[config.mk]
export PLATFORM = sky130hd
export DESIGN_NAME = psg_three_voice_synth
export DESIGN_NICKNAME = d
export VERILOG_FILES = /design/src/rtl/core/psg_pkg.sv /design/src/rtl/core/psg_three_voice_synth.sv
export VERILOG_INCLUDE_DIRS = /design/src /design/src/rtl/core
export SDC_FILE = /design/constraint.sdc
export NUM_CORES = 1
export LEC_CHECK = 0
export ABC_AREA = 1
export BUFFER_PORTS_ARGS = -buffer_cell sky130_fd_sc_hd__buf_2
export CAP_MARGIN = 20
export CELL_PAD_IN_SITES_DETAIL_PLACEMENT = 0
export CELL_PAD_IN_SITES_GLOBAL_PLACEMENT = 2
export CORE_MARGIN = 2
export CORE_UTILIZATION = 37
export CTS_BUF_LIST = sky130_fd_sc_hd__clkbuf_2
export CTS_CLUSTER_DIAMETER = 80
export CTS_CLUSTER_SIZE = 8
export DETAILED_ROUTE_END_ITERATION = 16
export PLACE_DENSITY = 0.89
export REMOVE_ABC_BUFFERS = 1
export SYNTH_ARGS = -nofsm -noshare
export SYNTH_HDL_FRONTEND = slang
export SYNTH_SLANG_ARGS = --single-unit
[constraint.sdc]
create_clock -name clock -period 7.1 [get_ports clock]
set_input_delay 0 -clock clock [delete_from_list [all_inputs] [get_ports clock]]
set_output_delay 0 -clock clock [all_outputs]
set_load 0.01 [all_outputs]
[src/rtl/core/psg_three_voice_synth_assert.svh]
// Assertion macros for the three-voice sound generator.
// Used by psg_three_voice_synth; needs no other file.
`ifndef PSG_THREE_VOICE_SYNTH_ASSERT_SVH
`define PSG_THREE_VOICE_SYNTH_ASSERT_SVH

// Same-cycle implication, disabled while reset is high.
`define PSG_ASSERT_NOW(label, clk, rst, ante, cons) \
   label: assert property (@(posedge clk) disable iff (rst) (ante) |-> (cons)) \
      else $error("psg assertion failed");

// Next-cycle implication, disabled while reset is high.
`define PSG_ASSERT_NEXT(label, clk, rst, ante, cons) \
   label: assert property (@(posedge clk) disable iff (rst) (ante) |=> (cons)) \
      else $error("psg assertion failed");

`endif

[src/rtl/core/psg_pkg.sv]
// Types and constants for the three-voice sound generator.
// Used by psg_three_voice_synth; depends on nothing.
`timescale 1ns / 1ps

package psg_pkg;

   // Command codes carried in the cmd field.
   localparam logic CMD_TICK  = 1'b0;
   localparam logic CMD_WRITE = 1'b1;

   typedef logic [3:0] psg_addr_type;

   // Sound register indexes.
   localparam psg_addr_type REG_NOISE      = 4'd6;
   localparam psg_addr_type REG_MIXER      = 4'd7;
   localparam psg_addr_type REG_ENV_FINE   = 4'd11;
   localparam psg_addr_type REG_ENV_COARSE = 4'd12;
   localparam psg_addr_type REG_ENV_SHAPE  = 4'd13;
   localparam psg_addr_type TONE_FINE_REG   [3] = '{4'd0, 4'd2, 4'd4};
   localparam psg_addr_type TONE_COARSE_REG [3] = '{4'd1, 4'd3, 4'd5};
   localparam psg_addr_type AMP_REG         [3] = '{4'd8, 4'd9, 4'd10};

   // Bit positions inside the amplitude and shape registers.
   localparam int AMP_ENV_BIT = 4;
   localparam int SHAPE_HOLD  = 0;
   localparam int SHAPE_ALT   = 1;
   localparam int SHAPE_ATK   = 2;
   localparam int SHAPE_CONT  = 3;

   // DAC curve in fixed point, full scale 8191.
   localparam logic [12:0] FULL_SCALE = 13'd8191;
   localparam logic [12:0] DAC_TABLE [16] = '{
      13'd0,    13'd81,   13'd118,  13'd172,  13'd251,  13'd373,  13'd528,  13'd879,
      13'd1036, 13'd1679, 13'd2393, 13'd3053, 13'd4034, 13'd5203, 13'd6598, 13'd8191
   };

   typedef enum logic [1:0] {
      ENV_NONE = 2'd0,
      ENV_UP   = 2'd1,
      ENV_DOWN = 2'd2
   } psg_env_dir_type;

   typedef struct packed {
      psg_env_dir_type dir;
      logic [3:0]      step;
   } psg_env_type;

   typedef struct packed {
      logic         cmd;
      psg_addr_type reg_addr;
      logic [7:0]   reg_data;
      logic         buzzer;
   } psg_req_type;

   typedef struct packed {
      logic [14:0] sample;
      logic [3:0]  level_a;
      logic [3:0]  level_b;
      logic [3:0]  level_c;
      logic [3:0]  env_level;
   } psg_rsp_type;

endpackage

[src/rtl/core/psg_three_voice_synth.sv]
// Three-voice sound generator: register file, tone/noise/envelope state and mixer.
// Depends on psg_pkg and psg_three_voice_synth_assert.svh.
`timescale 1ns / 1ps
`include "psg_three_voice_synth_assert.svh"

// Usage:
// The req channel carries one beat per register write or chip clock tick. A write
// stores reg_data into the addressed sound register; a write to the shape register
// restarts the envelope on the next working tick. Every second tick advances the
// three tone dividers, the 17-bit noise shift register and the envelope.
// Every req beat yields exactly one rsp beat with the mixed sample, the per-voice
// DAC indexes and the envelope step as they stand after that beat.
// The rsp beat is valid in the cycle after the req beat.
// Throughput is one beat per cycle while the receiver takes each result; the state update and the mix are a single
// pass of logic between the state registers and the result register.
// When the receiver stalls, the result register holds its beat and req_ready
// drops until it is taken; req_ready is high again in the cycle the result leaves.
// Synchronous reset clears all sound registers, counters and the envelope,
// loads the noise shift register with one and empties the result register.
module psg_three_voice_synth (
   input  logic                clock,
   input  logic                reset,
   input  logic                req_valid,
   output logic                req_ready,
   input  psg_pkg::psg_req_type req_data,
   output logic                rsp_valid,
   input  logic                rsp_ready,
   output psg_pkg::psg_rsp_type rsp_data
);
   import psg_pkg::*;

   // Architectural state.
   logic [7:0]  reg_file_ff [16];
   logic [7:0]  reg_file_in [16];
   logic        half_clock_ff, half_clock_in;
   logic [14:0] tone_count_ff [3];
   logic [14:0] tone_count_in [3];
   logic [2:0]  tone_out_ff, tone_out_in;
   logic [8:0]  noise_count_ff, noise_count_in;
   logic [16:0] noise_lfsr_ff, noise_lfsr_in;
   logic [19:0] env_count_ff, env_count_in;
   psg_env_type env_ff, env_in;
   logic [3:0]  chan_volume_ff [3];
   logic [3:0]  chan_volume_in [3];
   logic        env_restart_ff, env_restart_in;

   // Result register.
   logic        rsp_valid_ff, rsp_valid_in;
   psg_rsp_type rsp_data_ff, rsp_data_in;

   logic req_fire;

   // One envelope step at the end of an envelope period.
   function automatic psg_env_type env_advance(input psg_env_type cur, input logic [7:0] shape);
      psg_env_type nxt;
      logic        at_end;
      nxt    = cur;
      at_end = ((cur.dir == ENV_DOWN) && (cur.step == 4'd0)) ||
               ((cur.dir == ENV_UP) && (cur.step == 4'hF));
      if (at_end) begin
         if (!shape[SHAPE_CONT]) begin
            nxt.step = 4'd0;
            nxt.dir  = ENV_NONE;
         end else begin
            if (shape[SHAPE_ALT]) begin
               nxt.dir = (cur.dir == ENV_UP) ? ENV_DOWN : ENV_UP;
            end else begin
               nxt.step = (cur.dir == ENV_UP) ? 4'd0 : 4'hF;
            end
            if (shape[SHAPE_HOLD]) begin
               nxt.step = (nxt.dir == ENV_UP) ? 4'hF : 4'd0;
               nxt.dir  = ENV_NONE;
            end
         end
      end else begin
         case (cur.dir)
            ENV_UP:   nxt.step = cur.step + 4'd1;
            ENV_DOWN: nxt.step = cur.step - 4'd1;
            default:  nxt.step = cur.step;
         endcase
      end
      return nxt;
   endfunction

   assign req_ready = !rsp_valid_ff || rsp_ready;
   assign req_fire  = req_valid && req_ready;

   // Next state for one accepted beat.
   always_comb begin
      logic [11:0] tone_period;
      logic [4:0]  noise_period;
      logic [15:0] env_period;
      logic [14:0] tcount;
      logic [8:0]  ncount;
      logic [19:0] ecount;
      logic [7:0]  amp;

      tone_period  = 12'd0;
      noise_period = 5'd0;
      env_period   = 16'd0;
      tcount       = 15'd0;
      ncount       = 9'd0;
      ecount       = 20'd0;
      amp          = 8'd0;

      reg_file_in    = reg_file_ff;
      half_clock_in  = half_clock_ff;
      tone_count_in  = tone_count_ff;
      tone_out_in    = tone_out_ff;
      noise_count_in = noise_count_ff;
      noise_lfsr_in  = noise_lfsr_ff;
      env_count_in   = env_count_ff;
      env_in         = env_ff;
      chan_volume_in = chan_volume_ff;
      env_restart_in = env_restart_ff;

      if (req_fire) begin
         if (req_data.cmd == CMD_WRITE) begin
            reg_file_in[req_data.reg_addr] = req_data.reg_data;
            if (req_data.reg_addr == REG_ENV_SHAPE) begin
               env_restart_in = 1'b1;
            end
         end else begin
            half_clock_in = ~half_clock_ff;
            // Work happens on the tick that brings the half clock back to zero.
            if (half_clock_ff) begin
               // Tone dividers; a voice whose low five amplitude bits are zero stands still.
               for (int i = 0; i < 3; i++) begin
                  amp = reg_file_ff[AMP_REG[i]];
                  if (!amp[AMP_ENV_BIT]) begin
                     chan_volume_in[i] = amp[3:0];
                  end
                  if (amp[4:0] != 5'd0) begin
                     tcount = tone_count_ff[i];
                     if (tcount == 15'd0) begin
                        tone_period = {reg_file_ff[TONE_COARSE_REG[i]][3:0],
                                       reg_file_ff[TONE_FINE_REG[i]]};
                        if (tone_period == 12'd0) begin
                           tone_period = 12'd1;
                        end
                        tone_out_in[i] = ~tone_out_ff[i];
                        tcount         = {tone_period, 3'b000};
                     end
                     tone_count_in[i] = tcount - 15'd1;
                  end
               end

               // Noise divider and shift register; idle while the period register is zero.
               if (reg_file_ff[REG_NOISE] != 8'd0) begin
                  ncount = noise_count_ff;
                  if (ncount == 9'd0) begin
                     noise_period = reg_file_ff[REG_NOISE][4:0];
                     if (noise_period == 5'd0) begin
                        noise_period = 5'd1;
                     end
                     noise_lfsr_in = {noise_lfsr_ff[0] ^ noise_lfsr_ff[3], noise_lfsr_ff[16:1]};
                     ncount        = {noise_period, 4'b0000};
                  end
                  noise_count_in = ncount - 9'd1;
               end

               // Envelope restart after a shape write.
               if (env_restart_ff) begin
                  if (reg_file_ff[REG_ENV_SHAPE][SHAPE_ATK]) begin
                     env_in.dir  = ENV_UP;
                     env_in.step = 4'd0;
                  end else begin
                     env_in.dir  = ENV_DOWN;
                     env_in.step = 4'hF;
                  end
               end

               // Envelope divider; voices in envelope mode follow the step.
               ecount = env_count_ff;
               if (ecount == 20'd0) begin
                  env_in = env_advance(env_in, reg_file_ff[REG_ENV_SHAPE]);
                  for (int i = 0; i < 3; i++) begin
                     if (reg_file_ff[AMP_REG[i]][AMP_ENV_BIT]) begin
                        chan_volume_in[i] = env_in.step;
                     end
                  end
                  env_period = {reg_file_ff[REG_ENV_COARSE], reg_file_ff[REG_ENV_FINE]};
                  if (env_period == 16'd0) begin
                     env_period = 16'd1;
                  end
                  ecount = {env_period, 4'b0000};
               end
               env_count_in   = ecount - 20'd1;
               env_restart_in = 1'b0;
            end
         end
      end
   end

   // Mixer and DAC sum on the updated state.
   always_comb begin
      logic [7:0] mixer;
      logic [3:0] lvl [3];
      mixer = reg_file_in[REG_MIXER];
      for (int i = 0; i < 3; i++) begin
         if ((tone_out_in[i] || mixer[i]) && (noise_lfsr_in[0] || mixer[i + 3])) begin
            lvl[i] = chan_volume_in[i];
         end else begin
            lvl[i] = 4'd0;
         end
      end
      rsp_data_in.level_a   = lvl[0];
      rsp_data_in.level_b   = lvl[1];
      rsp_data_in.level_c   = lvl[2];
      rsp_data_in.env_level = env_in.step;
      rsp_data_in.sample    = 15'(DAC_TABLE[lvl[0]]) + 15'(DAC_TABLE[lvl[1]]) +
                              15'(DAC_TABLE[lvl[2]]) +
                              (req_data.buzzer ? 15'(FULL_SCALE) : 15'd0);
   end

   // Result handshake: load on an accepted beat, clear when taken.
   always_comb begin
      if (req_fire) begin
         rsp_valid_in = 1'b1;
      end else if (rsp_ready) begin
         rsp_valid_in = 1'b0;
      end else begin
         rsp_valid_in = rsp_valid_ff;
      end
   end

   // State registers.
   always_ff @(posedge clock) begin
      if (reset) begin
         for (int i = 0; i < 16; i++) begin
            reg_file_ff[i] <= 8'd0;
         end
         for (int i = 0; i < 3; i++) begin
            tone_count_ff[i]  <= 15'd0;
            chan_volume_ff[i] <= 4'd0;
         end
         half_clock_ff  <= 1'b0;
         tone_out_ff    <= 3'b000;
         noise_count_ff <= 9'd0;
         noise_lfsr_ff  <= 17'd1;
         env_count_ff   <= 20'd0;
         env_ff.dir     <= ENV_NONE;
         env_ff.step    <= 4'd0;
         env_restart_ff <= 1'b0;
         rsp_valid_ff   <= 1'b0;
      end else begin
         reg_file_ff    <= reg_file_in;
         tone_count_ff  <= tone_count_in;
         chan_volume_ff <= chan_volume_in;
         half_clock_ff  <= half_clock_in;
         tone_out_ff    <= tone_out_in;
         noise_count_ff <= noise_count_in;
         noise_lfsr_ff  <= noise_lfsr_in;
         env_count_ff   <= env_count_in;
         env_ff         <= env_in;
         env_restart_ff <= env_restart_in;
         rsp_valid_ff   <= rsp_valid_in;
      end
   end

   // Result payload register.
   always_ff @(posedge clock) begin
      if (req_fire) begin
         rsp_data_ff <= rsp_data_in;
      end
   end

   assign rsp_valid = rsp_valid_ff;
   assign rsp_data  = rsp_data_ff;

   // Every accepted beat produces a result in the next cycle.
   `PSG_ASSERT_NEXT(a_fire_gives_rsp, clock, reset, req_fire, rsp_valid_ff)
   // A held result blocks the input side.
   `PSG_ASSERT_NOW(a_stall_blocks_req, clock, reset, rsp_valid_ff && !rsp_ready, !req_ready)
   // Each accepted tick flips the half clock.
   `PSG_ASSERT_NEXT(a_tick_flips_half, clock, reset, req_fire && (req_data.cmd == CMD_TICK),
      half_clock_ff != $past(half_clock_ff))
   // A shape write arms the envelope restart.
   `PSG_ASSERT_NEXT(a_shape_arms_restart, clock, reset,
      req_fire && (req_data.cmd == CMD_WRITE) && (req_data.reg_addr == REG_ENV_SHAPE),
      env_restart_ff)
   // A working tick consumes the restart request.
   `PSG_ASSERT_NEXT(a_work_clears_restart, clock, reset,
      req_fire && (req_data.cmd == CMD_TICK) && half_clock_ff, !env_restart_ff)

endmodule

==> summary.log, run 1 <==
qor: routing.totalWireLength 37300 um
qor: pwr.vdd_drop_max 0.000104 V
qor: cells_and_area.fill_cells 3901
qor: cts.clk_latency 0.93 ns
qor: timing.setup_tns 0 ns
qor: cts.cts_buffers 34
qor: setup_path.path_max_fanout 24
qor: setup_path.critPathSlowestCell dlygate4sd3_1
qor: grt.maximum_number_of_pins_on_one_net_before_global_route_repair 127
qor: cells_and_area.multi_input_comb_area 0.00730 mm2
qor: synth.ys.warnings.count 0
qor: setup_path.worst_path_most_repeated_cell nand2_1
qor: cells_and_area.sequential_cell_area 0.00493 mm2
qor: grt.antenna_found_initial 1
qor: timing.timing_worst_slew_pin_value 0.959 ns
qor: synth.yosys.cell_types.count 57
qor: die.design.portCount 51
qor: synth.netlist_area 0.0138 mm2
qor: synth.yosysSeqAreaShare 35.7%
qor: pwr.standby_leakage_power 7.07 nW
qor: cts.ctsHtreeMaxLevel 2
qor: timing.final.setup_skew 0.0684 ns
qor: cells_and_area.final_layout_size_suffix_gt1_share 10.4%
qor: cts.ctsLongestPathBuffers 3
qor: cells_and_area.total_nets_final 2125
qor: cells_and_area.layout_commonest_cell inv_1
qor: cts.cts_root_buf clkbuf_2
qor: die.dieWidth 197 um
qor: timing.rsz0062_at_grt no
qor: routing.detailed_router_s_first_iteration_violation_count 589
qor: cts.clock-sinks 231
qor: cts.post-cts-setup-buffer-count 0
qor: routing.routed_wire_length_per_instance 14.8 um
qor: timing.timing.max_slew.rel_slack 35.5%
qor: cells_and_area.mostFrequentLayoutCells 319 x inv_1, 305 x nand2_1, 212 x nor2_1
qor: place.dp_hpwl 26600 um
qor: place.detailedPlace.worstSlack 1.01 ns
qor: cells_and_area.area.growth.synth_to_final 9.67%
qor: pwr.power.density 161 mW/mm2
qor: timing.finalCritPeriodShare 92.4%
qor: setup_path.cp-start-kind register
qor: setup_path.worst_setup_path_startpoint rsp_valid$_SDFFE_PP0P_
qor: job.max_cap_violations 0
qor: timing.final_critical_path_setup_slack 0.542 ns
qor: routing.ant_nets 0
qor: synth.synthCells 1964
qor: synth.postSynthAreaPerCell 7.04 um2
qor: synth.yosys_register_bits 231
qor: routing.via_per_inst 4.95
qor: die.die_area 0.0389 mm2
qor: setup_path.setup.worst_path.class reg2reg
qor: timing.hold_violations 0
qor: timing.timing.final.max_slew_violations 0
qor: die.core_box_area 0.0367 mm2
qor: routing.detailedRoute.firstPassIterationCount 6
qor: synth.number_of_enable_type_register_cells_in_the_synthesized_netlist 31
qor: setup_path.required 7.78 ns
qor: setup_path.timing.rr.start rsp_valid$_SDFFE_PP0P_
qor: die.rows 70
qor: timing.finalSetupViolCount 0
qor: die.die_y 197 um
qor: timing.period_minus_slack 6.56 ns
qor: setup_path.critical_path_max_stage_delay 0.60 ns
qor: min_path.min_path_type in2reg
qor: timing.fmax 152 MHz
qor: place.numPortBuffers 50
qor: synth.dominantRegCellSynth dfxtp_1
qor: grt.grt-ovfl-total 0
qor: min_path.worstHoldStart req_data[8]
qor: setup_path.end_kind register
qor: routing.route.vias.total 12500
qor: place.routabilityCongestion 0.859
qor: grt.grt_pass1_vias 11900
qor: cts.clkSlewWorstSetupHoldPaths 0.19 ns
qor: cts.tritoncts done
qor: die.initial_standard_cell_utilization_of_the_core 37.7%
qor: routing.drc 0
qor: synth.postSynth.asyncResetShare 0%
qor: grt.global_route_total_usage_across_every_layer 19.5%
qor: grt.grt_first_pass_wirelength 61500 um
qor: setup_path.worst_ep_arrival_time 7.23 ns
qor: run_status.status finished, final reports clean
worst max-delay path: cells and delay by family (launching register included):
kind,cells,cell delay (ns)
compound gates,2,0.37
xor+xnor,1,0.14
fa+ha+maj,5,1.86
buf+inv,7,1.57
flops,1,0.36
simple gates,16,2.02
synthesized netlist by cell type (12+ instances only):
cell type	instances	area share, %
fa_1	26	3.8
nor2_2	14	0.63
nor2_1	212	5.8
nand2_1	305	8.3
inv_2	18	0.49
nand3_1	112	4.1
a21oi_1	168	6.1
dfxtp_1	200	29
a31oi_1	12	0.54
xor2_1	19	1.2
edfxtp_1	31	6.7
nand3_2	12	0.87
inv_1	321	8.7
ha_1	39	3.5
clkbuf_1	46	1.2
o21ai_0	209	7.6
nand2_2	18	0.81
o21ai_1	23	0.83
nand4_1	45	2.0
nand2_4	12	0.98
repair_timing:
item | 4_1_cts | 5_1_grt
hold buffers | 42 | 0
endpoints found under the hold margin | 210 | 0
resized for setup | 0 | 6
setup endpoints to repair | 0 | 3
power breakdown:
part / internal, W / switching (W)
registers: 0.00135 / 0.00000999
clock network: 0.000187 / 0.000498
logic: 0.000125 / 0.000268
total: 0.00166 / 0.000776
state kept, by name, summed over array words and instances (netlist names):
name and flops:
chan_volume_ff 12, env_count_ff 20, env_ff 6, env_restart_ff 1, half_clock_ff 1, noise_count_ff 9
noise_lfsr_ff 17, reg_file_ff 85, rsp_data 31, rsp_valid 1, tone_count_ff 45, tone_out_ff 3
area by class of cell:
type | count | share of cell area [%]
clock inverter | 3 | 0.248
clock buffer | 41 | 1.35
inverter | 345 | 8.62
tap | 468 | 3.86
antenna | 1 | 0.0165
sequential | 231 | 32.6
multi-input combinational | 1327 | 48.2
timing repair buffer | 103 | 5.15
worst paths after layout:
path / end / slack (ns) / cells past startpoint
setup / recovery: rsp_data[29]$_DFFE_PP_ / 0.54 / 31
hold / removal: reg_file_ff[39]$_SDFFE_PP0P_ / 0.1 / 4
setup reg to reg: rsp_data[29]$_DFFE_PP_ / 0.54 / 31
hold reg to reg: env_count_ff[2]$_SDFFE_PP0P_ / 0.48 / 2
routing by layer:
layer | vias up | GRT usage, % | part of all wire [%]
met2 | 215 | 32.1 | 45
met4 | 0 | 5.35 | 1.8
met5 | - | 0 | 0
met1 | 5685 | 26.9 | 50
met3 | 52 | 2.58 | 3.9
li1 | 6522 | - | -
per-stage QoR:
| stage | area [um2] | instances | util (%) | total power, W | hold slack (ns) |
|---|---|---|---|---|---|
| 6_report | 15200 | 2519 | 41.3 | 0.00244 | 0.0976 |
| 4_1_cts | 15100 | 2517 | 41.2 | 0.00248 | 0.00647 |
| 2_1_floorplan | 13500 | 1903 | - | 0.00164 | 0.0691 |
| 3_5_place_dp | 14400 | 2431 | 39.4 | 0.00177 | 0.339 |
| 3_3_place_gp | 14400 | 2431 | 39.4 | 0.00177 | 0.335 |
| 5_1_grt | 15200 | 2519 | 41.3 | 0.00257 | 0.0258 |
logic make-up after synthesis:
kind of cell               count (synthesis)  share of synthesized area (%)
AOI/OAI and AO/OA                        454                           17.5
xor gates and xnor gates                  27                           1.71
buffers and inverters                    406                           11.5
and+or+nand+nor                          779                           26.2
DFF                                      231                           35.7
muxes                                      2                          0.145
adders and majority gates                 65                           7.30
No activity file was read; power rests on OpenSTA's default activity.
==> inputs of run 2 (changes only) <==
--- a/config.mk
+++ b/config.mk
@@ -7,16 +7,16 @@
 export NUM_CORES = 1
 export LEC_CHECK = 0
 export ABC_AREA = 1
-export BUFFER_PORTS_ARGS = -buffer_cell sky130_fd_sc_hd__buf_2
 export CAP_MARGIN = 20
 export CELL_PAD_IN_SITES_DETAIL_PLACEMENT = 0
 export CELL_PAD_IN_SITES_GLOBAL_PLACEMENT = 2
 export CORE_MARGIN = 2
-export CORE_UTILIZATION = 37
+export CORE_UTILIZATION = 38
 export CTS_BUF_LIST = sky130_fd_sc_hd__clkbuf_2
 export CTS_CLUSTER_DIAMETER = 80
 export CTS_CLUSTER_SIZE = 8
 export DETAILED_ROUTE_END_ITERATION = 16
+export DONT_BUFFER_PORTS = 1
 export PLACE_DENSITY = 0.89
 export REMOVE_ABC_BUFFERS = 1
 export SYNTH_ARGS = -nofsm -noshare
==> run 2 against run 1 <==
Against the previous run: fmax rose by 5.6%; clock-buffer cell count unchanged; power fell by 1.2%; register-to-register slack better by 0.35 ns; first-iteration DRC count rose by 37%; worst setup slack better by 0.35 ns; clock power down 2%; largest power group unchanged; highest routed layer is now met5; die area shrank 2.6%.
==> summary.log, run 2 (synthesis gave the netlist of run 1 again) <==
qor: cts.clkSlewWorstSetupHoldPaths 0.18 ns
qor: cells_and_area.mostFrequentLayoutCells 320 x inv_1, 305 x nand2_1, 212 x nor2_1
qor: cells_and_area.final_layout_size_suffix_gt1_share 8.07%
qor: die.die_y 195 um
qor: timing.timing_worst_slew_pin_value 0.883 ns
qor: setup_path.critPathSlowestCell fa_1
qor: grt.antenna_found_initial 8
qor: cts.ctsHtreeMaxLevel 2
qor: setup_path.ff_to_ff_path_depth 29
qor: routing.via_per_inst 5.04
qor: die.initial_standard_cell_utilization_of_the_core 38.8%
qor: cts.clock-sinks 231
qor: cts.post_cts_resize_count 0
qor: setup_path.setup.worst_path.class reg2reg
qor: min_path.min_path_type in2reg
qor: timing.rsz0062_at_grt no
qor: routing.detailedRoute.firstPassIterationCount 5
qor: timing.period_minus_slack 6.21 ns
qor: timing.finalCritPeriodShare 87.5%
qor: timing.timing.final.max_slew_violations 0
qor: place.numPortBuffers 0
qor: routing.detailed_router_s_first_iteration_violation_count 805
qor: grt.grt_first_pass_wirelength 61600 um
qor: timing.final_critical_path_setup_slack 0.890 ns
qor: setup_path.path_max_fanout 21
qor: cts.post-cts-setup-buffer-count 0
qor: place.detailedPlace.worstSlack 0.884 ns
qor: timing.hold_violations 0
qor: pwr.standby_leakage_power 6.83 nW
qor: routing.totalWireLength 37200 um
qor: setup_path.cp-start-kind register
qor: timing.final.setup_skew 0.100 ns
qor: setup_path.worst_ep_arrival_time 6.87 ns
qor: timing.fmax 161 MHz
qor: cells_and_area.fill_cells 3843
qor: run_status.status finished, final reports clean
qor: place.routabilityCongestion 0.840
qor: die.design.portCount 51
qor: die.core_box_area 0.0357 mm2
qor: routing.drc 0
qor: cells_and_area.total_nets_final 2069
qor: cts.cts_buffers 34
qor: routing.route.vias.total 12400
qor: timing.finalSetupViolCount 0
qor: routing.routed_wire_length_per_instance 15.1 um
qor: setup_path.required 7.76 ns
qor: die.rows 69
qor: place.dp_hpwl 26400 um
qor: die.dieWidth 195 um
qor: grt.grt_pass1_vias 12000
qor: cts.clk_latency 0.90 ns
qor: setup_path.critical_path_max_stage_delay 0.56 ns
qor: timing.setup_tns 0 ns
qor: cells_and_area.max_flop_register reg_file_ff
qor: grt.maximum_number_of_pins_on_one_net_before_global_route_repair 125
qor: cells_and_area.largest_register_ff_count 85
qor: setup_path.worst_path_most_repeated_cell nand3_1
qor: setup_path.end_kind register
qor: timing.timing.max_slew.rel_slack 40.7%
qor: cts.cts_root_buf clkbuf_2
qor: pwr.power.density 162 mW/mm2
qor: min_path.holdPathStages 6
qor: job.max_cap_violations 0
qor: routing.ant_nets 0
qor: cells_and_area.area.growth.synth_to_final 7.43%
qor: cts.tritoncts done
qor: cells_and_area.sequential_cell_area 0.00493 mm2
qor: cells_and_area.multi_input_comb_area 0.00730 mm2
qor: cells_and_area.layout_commonest_cell inv_1
qor: grt.global_route_total_usage_across_every_layer 19.9%
qor: pwr.vdd_drop_max 0.0000892 V
qor: cts.ctsLongestPathBuffers 3
qor: grt.grt-ovfl-total 0
qor: die.die_area 0.0379 mm2
-- run 2: per-stage QoR --
stage	utilization, %	hold WS, ns	cells	area, um2	total power (W)
global route	41.6	0.0408	2458	14800	0.00255
CTS	41.6	0.00239	2456	14800	0.00245
floorplan	-	0.0691	1903	13500	0.00164
detailed placement	39.8	0.0813	2372	14200	0.00173
global placement	39.8	0.0753	2372	14200	0.00173
finish	41.6	0.118	2460	14800	0.00241
-- run 2: path summary, 6_finish.rpt --
kind                                 from                      endpoint  slack [ns]
min reg2reg  reg_file_ff[79]$_SDFFE_PP0P_  reg_file_ff[79]$_SDFFE_PP0P_        0.46
max reg2reg        rsp_valid$_SDFFE_PP0P_        rsp_data[29]$_DFFE_PP_        0.89
min                          req_data[10]    reg_file_ff[68]$_SDFF_PP0_        0.12
max                rsp_valid$_SDFFE_PP0P_        rsp_data[29]$_DFFE_PP_        0.89
-- run 2: critical path: cells and delay by family, from the launching register on --
family          cells  cell delay (ns)
compound gates      3             0.65
xor+xnor            1             0.13
fa+ha+maj           5             1.96
buf+inv             6             0.83
flops               1             0.39
simple gates       14             2.03
-- run 2: layout make-up --
cell class              count  share of cell area, %
well taps                 461                   3.88
inverters                 345                   8.78
diodes                      5                 0.0843
clock buffers              41                   1.38
multi-input cells        1327                   49.2
clock inverters             3                  0.253
flip-flops and latches    231                   33.2
repair buffers             47                   3.22
-- run 2: per-layer routing --
| layer | up-vias | share of wire (%) | global-route usage [%] |
|---|---|---|---|
| met5 | - | 0.075 | 0 |
| met1 | 5679 | 49 | 26.7 |
| met4 | 6 | 2.5 | 6.72 |
| met3 | 71 | 4.0 | 3.30 |
| met2 | 234 | 44 | 32.7 |
| li1 | 6409 | - | - |
-- run 2: repair_timing --
| item | in CTS | in global routing |
|---|---|---|
| hold buffers | 40 | 0 |
| setup endpoints to repair | 0 | 8 |
| hold endpoints to repair | 256 | 0 |
-- run 2: power by group --
group | internal [W] | leakage (nW) | total, W | switching [W]
clock network | 0.000187 | 0.193 | 0.000672 | 0.000485
logic | 0.000112 | 4.72 | 0.000368 | 0.000256
registers | 0.00135 | 1.92 | 0.00137 | 0.0000171
total | 0.00165 | 6.83 | 0.00241 | 0.000757
==> inputs of run 3 (changes only) <==
--- a/config.mk
+++ b/config.mk
@@ -11,13 +11,14 @@
 export CELL_PAD_IN_SITES_DETAIL_PLACEMENT = 0
 export CELL_PAD_IN_SITES_GLOBAL_PLACEMENT = 2
 export CORE_MARGIN = 2
-export CORE_UTILIZATION = 38
+export CORE_UTILIZATION = 26
 export CTS_BUF_LIST = sky130_fd_sc_hd__clkbuf_2
 export CTS_CLUSTER_DIAMETER = 80
 export CTS_CLUSTER_SIZE = 8
 export DETAILED_ROUTE_END_ITERATION = 16
 export DONT_BUFFER_PORTS = 1
-export PLACE_DENSITY = 0.89
+export PLACE_DENSITY = 0.67
+export RECOVER_POWER = 100
 export REMOVE_ABC_BUFFERS = 1
 export SYNTH_ARGS = -nofsm -noshare
 export SYNTH_HDL_FRONTEND = slang
==> run 3 against run 2 <==
Against the previous run: the run now ends with max-capacitance violations, max-slew violations left; non-clock buffer count up 19; clock power up 17%; critical path depth unchanged; critical path type unchanged; largest power group unchanged.
==> summary.log, run 3 (synthesis gave the netlist of run 1 again) <==
qor: run_status.status complete, but fails checks
qor: run_status.violated_checks max-capacitance violations, max-slew violations
qor: cells_and_area.final_layout_size_suffix_gt1_share 7.83%
qor: routing.totalWireLength 41300 um
qor: cts.tritoncts done
qor: die.die_area 0.0550 mm2
qor: grt.grt_first_pass_wirelength 66000 um
qor: cts.cts_buffers 36
qor: place.dp_hpwl 28900 um
qor: grt.maximum_number_of_pins_on_one_net_before_global_route_repair 78
qor: timing.fmax 151 MHz
qor: routing.wl_met2 18200 um
qor: cells_and_area.layout_commonest_cell inv_1
qor: timing.setup_tns 0 ns
qor: cts.clk_latency 0.96 ns
qor: die.rows 84
qor: setup_path.setup.worst_path.class reg2reg
qor: place.dpl.cell_count 2600
qor: routing.met1Wirelength 20700 um
qor: timing.final_critical_path_setup_slack 0.483 ns
qor: job.max_cap_violations 3
qor: timing.timing.final.max_slew_violations 200
qor: die.initial_standard_cell_utilization_of_the_core 26.3%
qor: cts.ctsHtreeMaxLevel 2
qor: pwr.standby_leakage_power 6.90 nW
qor: cells_and_area.fill_cells 5881
qor: setup_path.critical_path_max_stage_delay 0.62 ns
qor: timing.final.setup_skew 0.0871 ns
qor: setup_path.path_max_fanout 7
qor: timing.period_minus_slack 6.62 ns
qor: routing.route.vias.total 12500
qor: place.routabilityCongestion 0.821
qor: timing.finalSetupViolCount 0
qor: routing.routed.top_layer met5
qor: cts.clkSlewWorstSetupHoldPaths 0.16 ns
qor: setup_path.critPathSlowestCell dlygate4sd3_1
qor: routing.detailed_router_s_first_iteration_violation_count 583
qor: timing.finalCritPeriodShare 93.2%
qor: die.core_box_area 0.0526 mm2
qor: timing.timing.max_slew.rel_slack -98.4%
qor: cells_and_area.mostFrequentLayoutCells 325 x inv_1, 308 x nand2_1, 214 x nor2_1
qor: timing.hold_violations 0
qor: die.dieWidth 235 um
qor: setup_path.cp-start-kind register
qor: timing.holdWs 0.181 ns
qor: die.die_y 235 um
qor: place.numPortBuffers 0
qor: cts.cts_root_buf clkbuf_2
qor: setup_path.cpLargestDelayFamily simple AND/OR/NAND/NOR gates
qor: setup_path.crit_buf_inv 5
qor: die.design.portCount 51
qor: grt.grt_pass1_vias 12000
qor: grt.antenna_found_initial 5
qor: grt.grt-ovfl-total 0
qor: cts.ctsLongestPathBuffers 3
qor: routing.detailedRoute.firstPassIterationCount 4
qor: routing.met3_routed_length 1400 um
qor: pwr.power.density 165 mW/mm2
qor: grt.global_route_total_usage_across_every_layer 15.1%
qor: setup_path.worst_ep_arrival_time 7.30 ns
qor: cells_and_area.total_nets_final 2090
qor: min_path.min_path_type in2reg
qor: routing.via_per_inst 4.60
qor: routing.routed_wire_length_per_instance 15.3 um
qor: setup_path.end_kind register
qor: routing.ant_nets 0
qor: setup_path.worst_path_most_repeated_cell nand2_1
qor: cells_and_area.area.growth.synth_to_final 11.0%
qor: cts.clock-sinks 231
qor: pwr.vdd_drop_max 0.0000783 V
qor: cells_and_area.finalNonFillerCells 2707
qor: place.detailedPlace.worstSlack 0.774 ns
qor: cells_and_area.max_flop_register reg_file_ff
qor: routing.drc 0
qor: timing.timing_worst_slew_pin_value 2.98 ns
qor: cells_and_area.largest_register_ff_count 85
qor: setup_path.required 7.78 ns
qor: timing.rsz0062_at_grt no
==> run 3: changes by cell type in the layout (fill, tap and decap cells not counted), sizes merged, moves of 2 or more <==
| cell | change |
|---|---|
| clkbuf | +6 |
| dlygate4sd3 | +14 |
| clkinv | +2 |
| diode | -3 |
| bufinv | +2 |
==> run 3: cell type report <==
cell class / instances / area [um2] / area share (%)
Timing Repair Buffer: 66 / 609 / 3.97
Sequential cell: 231 / 4930 / 32.2
Tap cell: 688 / 861 / 5.61
Clock buffer: 41 / 205 / 1.34
Clock inverter: 7 / 108 / 0.701
Antenna cell: 2 / 5.00 / 0.0326
Multi-Input combinational cell: 1327 / 7320 / 47.7
Inverter: 345 / 1300 / 8.50
==> run 3: final timing paths <==
| check | depth (start not counted) | endpoint | slack [ns] | start |
|---|---|---|---|---|
| setup reg to reg | 29 | rsp_data[29]$_DFFE_PP_ | 0.48 | rsp_valid$_SDFFE_PP0P_ |
| hold / removal | 6 | rsp_data[23]$_DFFE_PP_ | 0.18 | req_data[0] |
| setup / recovery | 29 | rsp_data[29]$_DFFE_PP_ | 0.48 | rsp_valid$_SDFFE_PP0P_ |
| hold reg to reg | 2 | reg_file_ff[79]$_SDFFE_PP0P_ | 0.47 | reg_file_ff[79]$_SDFFE_PP0P_ |
==> run 3: metrics by stage <==
step           util, %  instance area [um2]  power (W)
3_5_place_dp      27.5                14500    0.00174
3_3_place_gp      27.5                14500    0.00174
2_1_floorplan        -                13500    0.00164
5_1_grt           29.2                15300    0.00271
4_1_cts           29.1                15300    0.00261
6_report          29.2                15300    0.00254
==> run 3: tightest hold or removal path, stage by stage <==
cell and delay (ns):
fa_1 0.15, inv_1 0.05, fa_1 0.38, inv_1 0.06
ha_1 0.21, xor2_1 0.09
==> run 3: repair_timing <==
item	CTS	global route
endpoints found under the hold margin	250	0
resized for setup	0	13
hold buffers	52	0
buffers inserted	0	5
endpoints found under the setup margin	0	5
==> run 3: power breakdown <==
part / total (W) / leakage (nW) / internal [W] / switching (W)
sequential: 0.00137 / 1.92 / 0.00135 / 0.0000171
clock: 0.000789 / 0.226 / 0.000264 / 0.000525
combinational: 0.000378 / 4.75 / 0.000115 / 0.000263
total: 0.00254 / 6.90 / 0.00173 / 0.000805
==> run 3: metal layers <==
| metal | vias up | global-route usage [%] |
|---|---|---|
| met5 | - | 0 |
| met4 | 6 | 4.85 |
| met3 | 68 | 2.53 |
| met2 | 179 | 24.0 |
| met1 | 5745 | 20.8 |
| li1 | 6460 | - |
